===== config.mk =====
export PLATFORM = sky130hd
export DESIGN_NAME = json_string_unescape_core_flat
export DESIGN_NICKNAME = d
export VERILOG_FILES = /design/src/design/jsu_pkg.sv /design/src/design/jsu_in_if.sv /design/src/design/jsu_out_if.sv /design/src/design/json_string_unescape_core.sv /design/src/flat_wrapper.sv
export SDC_FILE = /design/constraint.sdc
export NUM_CORES = 1
export LEC_CHECK = 0
export BUFFER_PORTS_ARGS = -buffer_cell sky130_fd_sc_hd__buf_4
export CAP_MARGIN = 15
export CORE_ASPECT_RATIO = 0.8
export CORE_MARGIN = 2
export CORE_UTILIZATION = 64
export CTS_BUF_LIST = sky130_fd_sc_hd__clkbuf_2 sky130_fd_sc_hd__clkbuf_4 sky130_fd_sc_hd__clkbuf_8
export DETAILED_ROUTE_END_ITERATION = 16
export GPL_TIMING_DRIVEN = 0
export PLACE_DENSITY = 0.87
export SYNTH_ARGS = -nofsm -noshare
export SYNTH_HDL_FRONTEND = slang
export SYNTH_SLANG_ARGS = --single-unit

===== constraint.sdc =====
create_clock -name clk -period 4.67 [get_ports clk]
set_clock_uncertainty 0.15 [all_clocks]
set_input_delay 0.7005 -clock clk [delete_from_list [all_inputs] [get_ports clk]]
set_output_delay 0.7005 -clock clk [all_outputs]
set_load 0.005 [all_outputs]

===== src/design/jsu_pkg.sv =====
package jsu_pkg;

	typedef enum logic [1:0] {
		MODE_PLAIN = 2'd0,
		MODE_ESC   = 2'd1,
		MODE_HEX   = 2'd2
	} mode_t;

	typedef enum logic [2:0] {
		KIND_DATA      = 3'd0,
		KIND_CLOSED    = 3'd1,
		KIND_BAD_ESC   = 3'd2,
		KIND_BAD_HEX   = 3'd3,
		KIND_TOO_LARGE = 3'd4,
		KIND_EOF       = 3'd5
	} kind_t;

	localparam int unsigned HexDigits = 4;
	localparam int unsigned CodeLimit = 256;
	localparam int unsigned CodeWidth = 16;

	localparam logic [7:0] CH_QUOTE     = 8'h22;
	localparam logic [7:0] CH_BACKSLASH = 8'h5c;
	localparam logic [7:0] CH_SLASH     = 8'h2f;
	localparam logic [7:0] CH_B         = 8'h62;
	localparam logic [7:0] CH_F         = 8'h66;
	localparam logic [7:0] CH_N         = 8'h6e;
	localparam logic [7:0] CH_R         = 8'h72;
	localparam logic [7:0] CH_T         = 8'h74;
	localparam logic [7:0] CH_U         = 8'h75;

	localparam logic [7:0] BS_CODE  = 8'h08;
	localparam logic [7:0] FF_CODE  = 8'h0c;
	localparam logic [7:0] LF_CODE  = 8'h0a;
	localparam logic [7:0] CR_CODE  = 8'h0d;
	localparam logic [7:0] TAB_CODE = 8'h09;

	typedef struct packed {
		logic       ok;
		logic [3:0] value;
	} hex_digit_t;

	function automatic hex_digit_t hex_value(input logic [7:0] b);
		hex_digit_t r;
		r.ok    = 1'b1;
		r.value = 4'd0;
		if (b >= 8'h30 && b <= 8'h39) begin
			r.value = 4'(b - 8'h30);
		end else if (b >= 8'h41 && b <= 8'h46) begin
			r.value = 4'(b - 8'h41 + 8'd10);
		end else if (b >= 8'h61 && b <= 8'h66) begin
			r.value = 4'(b - 8'h61 + 8'd10);
		end else begin
			r.ok = 1'b0;
		end
		return r;
	endfunction

endpackage


===== src/design/jsu_in_if.sv =====
interface jsu_in_if;
	logic       valid;
	logic       ready;
	logic [7:0] in_byte;
	logic       end_of_input;

	modport source (output valid, output in_byte, output end_of_input, input ready);
	modport sink (input valid, input in_byte, input end_of_input, output ready);
endinterface


===== src/design/jsu_out_if.sv =====
interface jsu_out_if;
	logic       valid;
	logic       ready;
	logic [7:0] out_byte;
	logic [2:0] kind;

	modport source (output valid, output out_byte, output kind, input ready);
	modport sink (input valid, input out_byte, input kind, output ready);
endinterface


===== src/design/json_string_unescape_core.sv =====
// an accepted byte is held in the input register and moves to the result register when decode advances
// one byte per cycle when the result register does not stall, via a single decode stage
// bytes that produce no result (backslash, u, leading hex digits) still use the decode stage
// the result register stalls the decode stage while it holds an untaken transaction
// reset (arst_n low) empties both stages and returns the decoder to plain text mode
module json_string_unescape_core (
	input  logic            clk,
	input  logic            arst_n,
	jsu_in_if.sink          raw,
	jsu_out_if.source       result
);
	import jsu_pkg::*;

	logic                 vld_s1;
	logic [7:0]           byte_s1;
	logic                 eoi_s1;

	mode_t                mode_q;
	mode_t                mode_d;
	logic [1:0]           hex_cnt_q;
	logic [1:0]           hex_cnt_d;
	logic [CodeWidth-1:0] code_q;
	logic [CodeWidth-1:0] code_d;
	logic [CodeWidth-1:0] acc;
	hex_digit_t           hd;

	logic                 res_vld;
	logic [7:0]           res_byte;
	kind_t                res_kind;

	logic                 out_valid_q;
	logic [7:0]           out_byte_q;
	kind_t                out_kind_q;

	logic                 adv;
	logic                 take;

	assign adv       = vld_s1 && (!out_valid_q || result.ready);
	assign take      = raw.valid && raw.ready;
	assign raw.ready = !vld_s1 || adv;

	always_ff @(posedge clk or negedge arst_n) begin
		if (!arst_n) begin
			vld_s1 <= 1'b0;
		end else if (take) begin
			vld_s1 <= 1'b1;
		end else if (adv) begin
			vld_s1 <= 1'b0;
		end
	end

	always_ff @(posedge clk) begin
		if (take) begin
			byte_s1 <= raw.in_byte;
			eoi_s1  <= raw.end_of_input;
		end
	end

	always_comb begin
		mode_d    = mode_q;
		hex_cnt_d = hex_cnt_q;
		code_d    = code_q;
		res_vld   = 1'b0;
		res_byte  = 8'd0;
		res_kind  = KIND_DATA;
		hd        = hex_value(byte_s1);
		acc       = {code_q[CodeWidth-5:0], hd.value};
		if (eoi_s1) begin
			mode_d    = MODE_PLAIN;
			hex_cnt_d = 2'd0;
			code_d    = '0;
			res_vld   = 1'b1;
			res_kind  = KIND_EOF;
		end else begin
			unique case (mode_q)
				MODE_ESC: begin
					mode_d  = MODE_PLAIN;
					res_vld = 1'b1;
					unique case (byte_s1)
						CH_QUOTE, CH_BACKSLASH, CH_SLASH: res_byte = byte_s1;
						CH_B: res_byte = BS_CODE;
						CH_F: res_byte = FF_CODE;
						CH_N: res_byte = LF_CODE;
						CH_R: res_byte = CR_CODE;
						CH_T: res_byte = TAB_CODE;
						CH_U: begin
							mode_d    = MODE_HEX;
							hex_cnt_d = 2'd0;
							code_d    = '0;
							res_vld   = 1'b0;
						end
						default: begin
							hex_cnt_d = 2'd0;
							code_d    = '0;
							res_kind  = KIND_BAD_ESC;
						end
					endcase
				end
				MODE_HEX: begin
					if (!hd.ok) begin
						mode_d    = MODE_PLAIN;
						hex_cnt_d = 2'd0;
						code_d    = '0;
						res_vld   = 1'b1;
						res_kind  = KIND_BAD_HEX;
					end else if (hex_cnt_q != 2'(HexDigits - 1)) begin
						hex_cnt_d = hex_cnt_q + 2'd1;
						code_d    = acc;
					end else begin
						mode_d    = MODE_PLAIN;
						hex_cnt_d = 2'd0;
						code_d    = '0;
						res_vld   = 1'b1;
						if (acc >= CodeWidth'(CodeLimit)) begin
							res_kind = KIND_TOO_LARGE;
						end else begin
							res_byte = acc[7:0];
						end
					end
				end
				default: begin
					// plain text; the unused mode code behaves the same
					if (byte_s1 == CH_QUOTE) begin
						mode_d    = MODE_PLAIN;
						hex_cnt_d = 2'd0;
						code_d    = '0;
						res_vld   = 1'b1;
						res_kind  = KIND_CLOSED;
					end else if (byte_s1 == CH_BACKSLASH) begin
						mode_d = MODE_ESC;
					end else begin
						mode_d   = MODE_PLAIN;
						res_vld  = 1'b1;
						res_byte = byte_s1;
					end
				end
			endcase
		end
	end

	always_ff @(posedge clk or negedge arst_n) begin
		if (!arst_n) begin
			mode_q    <= MODE_PLAIN;
			hex_cnt_q <= 2'd0;
			code_q    <= '0;
		end else if (adv) begin
			mode_q    <= mode_d;
			hex_cnt_q <= hex_cnt_d;
			code_q    <= code_d;
		end
	end

	always_ff @(posedge clk or negedge arst_n) begin
		if (!arst_n) begin
			out_valid_q <= 1'b0;
		end else if (!out_valid_q || result.ready) begin
			out_valid_q <= adv && res_vld;
		end
	end

	always_ff @(posedge clk) begin
		if (adv && res_vld) begin
			out_byte_q <= res_byte;
			out_kind_q <= res_kind;
		end
	end

	assign result.valid    = out_valid_q;
	assign result.out_byte = out_byte_q;
	assign result.kind     = out_kind_q;

`ifndef SYNTH
	a_cnt_only_hex: assert property (@(posedge clk) disable iff (!arst_n)
		(hex_cnt_q != 2'd0) |-> (mode_q == MODE_HEX))
		else $error("hex digit count outside hex mode");

	a_byte_zero_non_data: assert property (@(posedge clk) disable iff (!arst_n)
		(out_valid_q && out_kind_q != KIND_DATA) |-> (out_byte_q == 8'd0))
		else $error("status transaction carries a nonzero byte");

	a_eoi_reports: assert property (@(posedge clk) disable iff (!arst_n)
		(adv && eoi_s1) |=> (out_valid_q && out_kind_q == KIND_EOF))
		else $error("end of input did not produce a result");

	a_no_adv_when_full: assert property (@(posedge clk) disable iff (!arst_n)
		(out_valid_q && !result.ready) |-> !adv)
		else $error("decode stage advanced over a held result");
`endif

endmodule

===== src/flat_wrapper.sv =====
// flat-port wrapper written by rule: the top's interface ports become plain ports
module json_string_unescape_core_flat import jsu_pkg::*;
  (clk, arst_n, raw_valid, raw_in_byte, raw_end_of_input, raw_ready, result_valid, result_out_byte, result_kind, result_ready);
  jsu_in_if raw_i ();
  jsu_out_if result_i ();
  input  logic clk;
  input  logic arst_n;
  input wire logic [$bits(raw_i.valid)-1:0] raw_valid;
  input wire logic [$bits(raw_i.in_byte)-1:0] raw_in_byte;
  input wire logic [$bits(raw_i.end_of_input)-1:0] raw_end_of_input;
  output wire logic [$bits(raw_i.ready)-1:0] raw_ready;
  output wire logic [$bits(result_i.valid)-1:0] result_valid;
  output wire logic [$bits(result_i.out_byte)-1:0] result_out_byte;
  output wire logic [$bits(result_i.kind)-1:0] result_kind;
  input wire logic [$bits(result_i.ready)-1:0] result_ready;
  assign raw_i.valid = raw_valid;
  assign raw_i.in_byte = raw_in_byte;
  assign raw_i.end_of_input = raw_end_of_input;
  assign raw_ready = raw_i.ready;
  assign result_valid = result_i.valid;
  assign result_out_byte = result_i.out_byte;
  assign result_kind = result_i.kind;
  assign result_i.ready = result_ready;
  json_string_unescape_core u_core (.clk(clk), .arst_n(arst_n), .raw(raw_i), .result(result_i));
endmodule

==> reports/qor.txt, run 1 <==
Layout cells sized above 1 -> 0.2258
Post-synth EDFFs -> 20
Lkg Pwr -> 1.084 nW
Antenna violations before repair -> 0
Residual DRC -> 0
Sw Pwr -> 0.0002218 W
Vias in the first global route -> 1749
PostCTS Resize Cnt -> 0
Detail Placement HPWL -> 3.639 mm
TritonCTS clock tree -> yes
Seq cells post-synth -> 38
Finished Layout Cells -> 257
Synthesized instance count -> 184
Vias per cell -> 6.879
First-pass GRT wire length -> 8.245 mm
Max_slew headroom -> 0.4838
Area leader, netlist -> edfxtp_1
Sequential share of the synthesized area -> 0.4988
Post-synth net total -> 204
Worst setup EP type -> flip-flop
DP Worst Slack -> 1.010 ns
Pins Over Slew Limit -> 0
Worst skew pair latency -> 0.30 ns
Worst-path maximum fanout -> 12
Hold_ws -> 0.1012 ns
Clock-pin slew on the worst setup and hold paths -> 0.08 ns
Worst EP required -> 4.45 ns
Worst-Margin Slew -> 0.7744 ns
CP Cell Sequence -> inv_1 > ha_1 > or4b_1 > o2111ai_1 > nor2b_2 > nand3_1 > a41oi_2
Vias -> 1768
Worst Setup SP -> u_core.byte_s1[0]
Routed wire length -> 5.089 mm
Starting Density -> 0.6779
GR Util All Layers -> 0.2986
Hold crit path type -> in2async
VDD IR-drop max -> 0.2594 mV
Period utilisation layout -> 0.7099
Ys async rst share -> 0.4737
CTS H-tree depth -> 2
Die width -> 68.15 um
Largest net degree at the start of global routing -> 19
Fin Setup TNS -> 0 ns
PnR worst setup slack -> 1.355 ns
Initial DRC Count -> 303
Post-CTS Setup Bufs -> 0
Core Region -> 3108 um2
Crit Path Category -> reg2reg
GP Congestion -> 0.9595
Io pins -> 26
Root Buffer -> clkbuf_8
Reg2reg start -> u_core.byte_s1[0]
RSZ-0062 raised after global routing -> false
GRT overflow -> 0
Area grow syn2layout -> 17.93%
Max cap viols -> 0
Worst path bufs/invs -> 1
CTS Hold Buffers Added -> 0
Die height -> 55.32 um
WL/cell -> 19.80 um
PwrDens -> 356.8 nW/um2
Drt first pass iters -> 7
Area share of the leading cell type in the synthesized netlist -> 0.2850
Cell family with the largest share of critical-path delay -> simple AND/OR/NAND/NOR gates
Clk network pwr share -> 0.366
Comb power frac -> 0.179
Max Fclk -> 301.6 MHz
Critical path arrival -> 3.09 ns
Top cells by area, synth -> edfxtp_1 (29%), dfrtp_1 (21%), a22o_1 (5.8%)
Net Sw Frac -> 0.2502
Crit path max-delay cell type -> a41oi_2
CTS Buffer Depth -> 2
Yosys warning count -> 0
Post-synthesis cell type count -> 59
Routed Antenna Nets -> 0
Tmin final -> 3.315 ns
Dpl cells -> 249
Cell with the most instances after synthesis -> edfxtp_1
Buffers on Ports -> 25
CTS buffer count -> 5
Die area -> 3770 um2
Max stage delay on crit path -> 0.64 ns
Final Cell Area -> 2485 um2
DP Area -> 2345 um2
Sequential Power Share -> 0.455
Startpoint types -> flip-flop
Status -> finished clean
Synthesized cell area -> 2107 um2
Avg Inst Size Synth -> 11.45 um2
Final setup vio count -> 0
Clk sink count -> 38
Internal Power -> 0.0006648 W
Final hold vios -> 0
Synth top cells by count -> edfxtp_1 (20), dfrtp_1 (18), nand2_1 (16)
Top FF cell, synth -> edfxtp_1
N_diodes -> 0
FP Rows -> 18
Layout net count -> 236
==> state kept, by name, summed over array words and instances, names as in the netlist <==
register / cells
u_core.eoi_s1: 1
u_core.result.valid: 1
u_core.hex_cnt_q: 2
u_core.result.out_byte: 8
u_core.mode_q: 2
u_core.code_q: 12
u_core.vld_s1: 1
u_core.result.kind: 3
u_core.byte_s1: 8
==> power by group through the flow <==
stage | Sequential [W] | Combinational, W | Clock [W]
after detailed placement | 0.000410 | 0.000151 | 0
final | 0.000403 | 0.000159 | 0.000324
after CTS | 0.000403 | 0.000153 | 0.000324
after floorplan | 0.000407 | 0.0000882 | 0
after global routing | 0.000406 | 0.000172 | 0.000348
after global placement | 0.000407 | 0.000144 | 0
==> area by class of cell <==
type	instances	area, um2
flip-flops and latches	38	1051
multi-input cells	128	969.7
fillers	169	623.1
repair buffers	25	187.7
clock buffers	5	68.82
clock inverters	3	63.81
plain buffers	8	56.30
well taps	40	50.05
inverters	10	37.54
==> worst register-to-register path, stage by stage (launching register included) <==
cell and delay, ns:
edfxtp_1 0.53, inv_1 0.18, ha_1 0.27, or4b_1 0.51
o2111ai_1 0.16, nor2b_2 0.32, nand3_1 0.20, a41oi_2 0.64
==> cells in the final DEF, fill, tap and decap left out, types with 3 or more instances in the layout <==
cell type,netlist,layout
buf_2,3,3
buf_4,2,27
o21ai_0,7,7
nand3_1,6,6
nor3b_1,3,3
nor2_1,6,6
clkbuf_8,0,5
inv_1,10,10
edfxtp_1,20,20
a31oi_1,3,3
nor4_1,3,3
and2_1,3,3
a21oi_1,5,5
a22o_1,14,14
dfrtp_1,18,18
nand2b_1,4,4
nand2_1,16,16
ha_1,7,7
==> per-layer routing <==
layer / wire length (um) / vias to the layer above / GRT usage
met3: 625 / 40 / 0.1100
met2: 2358 / 157 / 0.4563
met4: 245 / 0 / 0.1257
met1: 1860 / 805 / 0.3793
li1: - / 766 / -
met5: 0 / - / 0
==> cell families (layout without fill, tap and decap cells) <==
kind of cell	count (synthesis)	after routing	share of synthesized area
compound gates	52	52	0.2067
xor+xnor	2	2	0.008315
fa+ha+maj	7	7	0.04157
buf+inv	18	51	0.04453
flops	38	38	0.4988
mux	4	4	0.02019
simple gates	63	63	0.1799
==> worst paths after layout <==
check                                             to  slack (ns)  cells past startpoint
setup reg to reg           u_core.result.out_byte[3]        1.35                      7
max in group asynchronous           u_core.code_q[5]        4.07                      1
min in group clk                   u_core.code_q[11]        0.37                      1
hold reg to reg                    u_core.code_q[11]        0.37                      1
hold / removal                      u_core.code_q[3]        0.10                      1
setup / recovery           u_core.result.out_byte[3]        1.35                      7
==> stage by stage <==
| step | util | total power [W] |
|---|---|---|
| global route | 0.7995 | 0.0009257 |
| CTS | 0.7971 | 0.0008808 |
| floorplan | - | 0.0004953 |
| global placement | 0.7544 | 0.0005510 |
| finish | 0.7995 | 0.0008866 |
| detailed placement | 0.7544 | 0.0005612 |
Note: power is estimated with default switching activity, not from simulation.
==> inputs of run 2 (changes only) <==
--- a/config.mk
+++ b/config.mk
@@ -9,11 +9,11 @@
 export CAP_MARGIN = 15
 export CORE_ASPECT_RATIO = 0.8
 export CORE_MARGIN = 2
-export CORE_UTILIZATION = 64
+export CORE_UTILIZATION = 60
 export CTS_BUF_LIST = sky130_fd_sc_hd__clkbuf_2 sky130_fd_sc_hd__clkbuf_4 sky130_fd_sc_hd__clkbuf_8
 export DETAILED_ROUTE_END_ITERATION = 16
 export GPL_TIMING_DRIVEN = 0
-export PLACE_DENSITY = 0.87
+export PLACE_DENSITY = 0.82
 export SYNTH_ARGS = -nofsm -noshare
 export SYNTH_HDL_FRONTEND = slang
 export SYNTH_SLANG_ARGS = --single-unit
==> constraint.sdc (replaced) <==
create_clock -name clk -period 3.4 [get_ports clk]
set_clock_uncertainty 0.15 [all_clocks]
set_input_delay 0.51 -clock clk [delete_from_list [all_inputs] [get_ports clk]]
set_output_delay 0.51 -clock clk [all_outputs]
set_load 0.005 [all_outputs]
==> reports/qor.txt, run 2 (synthesized netlist as in run 1, its figures left out) <==
Reg2reg start -> u_core.byte_s1[0]
Hold_ws -> 0.2381 ns (+0.1369 ns)
N_diodes -> 0 (unchanged)
Status -> finished clean
Worst setup EP type -> flip-flop
Worst skew pair latency -> 0.30 ns (about the same)
Tmin final -> 3.208 ns (-0.1072 ns)
Layout cells sized above 1 -> 0.2294 (+0.003551)
Drt first pass iters -> 5 (-2)
Worst-Margin Slew -> 0.5285 ns (-0.2458 ns)
Starting Density -> 0.6198 (-0.05814)
Io pins -> 26 (unchanged)
Max Fclk -> 311.7 MHz (+3.3%)
GR Util All Layers -> 0.2622 (-0.03643)
Residual DRC -> 0 (unchanged)
Core Region -> 3400 um2 (+9.4%)
DP Area -> 2347 um2 (+0.11%)
Initial DRC Count -> 235 (-22%)
Max_slew headroom -> 0.6385 (+0.1548)
Lkg Pwr -> 1.082 nW (-0.24%)
Routed wire length -> 4.896 mm (-3.8%)
Commonest non-fill, non-tap cells in the layout -> buf_4 (27), edfxtp_1 (20), dfrtp_1 (18)
Most common cell after layout, fill and taps aside -> buf_4
Most flops, register -> u_core.code_q
VDD IR-drop max -> 0.3652 mV (+41%)
Root Buffer -> clkbuf_8
Detail Placement HPWL -> 3.492 mm (-4.0%)
FP Rows -> 19 (+1)
Largest net degree at the start of global routing -> 19 (unchanged)
Worst Setup SP -> u_core.byte_s1[0]
Vias per cell -> 6.473 (-5.9%)
First-pass GRT wire length -> 7.921 mm (-3.9%)
TritonCTS clock tree -> yes
Routed Antenna Nets -> 0 (unchanged)
CTS buffer count -> 5 (unchanged)
Vias -> 1683 (-4.8%)
GRT overflow -> 0 (unchanged)
Area grow syn2layout -> 17.93% (unchanged)
PnR worst setup slack -> 0.1918 ns (-1.163 ns)
Buffers on Ports -> 25 (unchanged)
Vias in the first global route -> 1635 (-6.5%)
Antenna violations before repair -> 0 (unchanged)
CTS H-tree depth -> 2 (unchanged)
Max cap viols -> 0 (unchanged)
RSZ-0062 raised after global routing -> false
Hold crit path type -> in2reg
Final Core Density -> 0.7310 (-0.06856)
Post-CTS Setup Bufs -> 0 (unchanged)
Critical path arrival -> 2.99 ns (-0.10 ns)
Clock-pin slew on the worst setup and hold paths -> 0.07 ns (about the same)
Max FFs per register -> 12 (unchanged)
Final hold vios -> 0 (unchanged)
Pins Over Slew Limit -> 0 (unchanged)
Die width -> 70.26 um (+3.1%)
PwrDens -> 459.1 nW/um2 (+29%)
Clk sink count -> 38 (unchanged)
Startpoint types -> flip-flop
CP Cell Sequence -> inv_1 > ha_1 > or4b_1 > o2111ai_1 > nor2b_2 > nand3_1 > a41oi_4
Die height -> 57.01 um (+3.0%)
CTS Buffer Depth -> 2 (unchanged)
Final Cell Area -> 2485 um2 (unchanged)
WL/cell -> 18.83 um (-4.9%)
Max stage delay on crit path -> 0.52 ns (-0.12 ns)
GP Congestion -> 0.8936 (-6.9%)
Total power -> 0.001141 W (+29%)
Crit path max-delay cell type -> or4b_1
Die area -> 4005 um2 (+6.2%)
HP Start -> raw_end_of_input
Period utilisation layout -> 0.9436 (+0.2337)
Layout net count -> 237 (+0.42%)
Worst EP required -> 3.18 ns (-1.27 ns)
Final setup vio count -> 0 (unchanged)
DP Worst Slack -> -0.1859 ns (-1.195 ns)
Crit Path Category -> reg2reg
Worst-path maximum fanout -> 12 (unchanged)
[run 2: changes by cell type in the layout (fill, tap and decap cells not counted)]
| cell | change |
|---|---|
| a41oi_2 | -1 |
| a41oi_4 | +1 |
| bufinv_16 | -1 |
| clkinv_1 | -1 |
| clkinv_2 | +2 |
| dlygate4sd3_1 | +1 |
[run 2: power by group]
group	internal, W	total [W]	switching, W
logic	0.0000950	0.000220	0.000125
registers	0.000530	0.000552	0.0000221
clock network	0.000216	0.000368	0.000153
total	0.000841	0.00114	0.000300
[run 2: worst max-delay path: cells and delay by family (launching register included)]
family | cells | cell delay, ns
simple gates | 3 | 1.10
compound gates | 2 | 0.63
flops | 1 | 0.51
fa+ha+maj | 1 | 0.28
buf+inv | 1 | 0.17
[run 2: final cells by class]
type	count	area, um2
plain buffers	8	56.30
clock buffers	5	68.82
repair buffers	26	197.7
flip-flops and latches	38	1051
multi-input cells	128	980.9
well taps	42	52.55
clock inverters	3	40.04
fillers	249	914.6
inverters	10	37.54
[run 2: through the flow]
step / cells / setup TNS [ns]
after global routing: 260 / 0
final: 260 / 0
after CTS: 260 / 0
after detailed placement: 251 / -2.044
after floorplan: 184 / 0
after global placement: 251 / -1.289
[run 2: repair_timing]
action | in CTS | in global routing
hold buffers | 1 | 0
setup endpoints to repair | 12 | 11
gates resized for setup | 1 | 1
hold endpoints to repair | 18 | 0
[run 2: final timing paths]
path	to	slack [ns]	cells after the start
setup / recovery	u_core.result.out_byte[6]	0.19	7
hold / removal	u_core.eoi_s1	0.24	1
setup reg to reg	u_core.result.out_byte[6]	0.19	7
hold reg to reg	u_core.code_q[7]	0.38	1
max in group asynchronous	u_core.code_q[0]	2.44	2
min in group asynchronous	u_core.code_q[10]	0.46	2
[run 2: routing by layer]
layer  up-vias  share of wire  global-route usage  routed length [um]
li1        769              -                   -                   -
met1       784           0.42              0.3584                2050
met2       105           0.45              0.4111                2204
met3        25          0.093             0.07244                 455
met4         0          0.038             0.09066                 186
met5         -              0                   0                   0
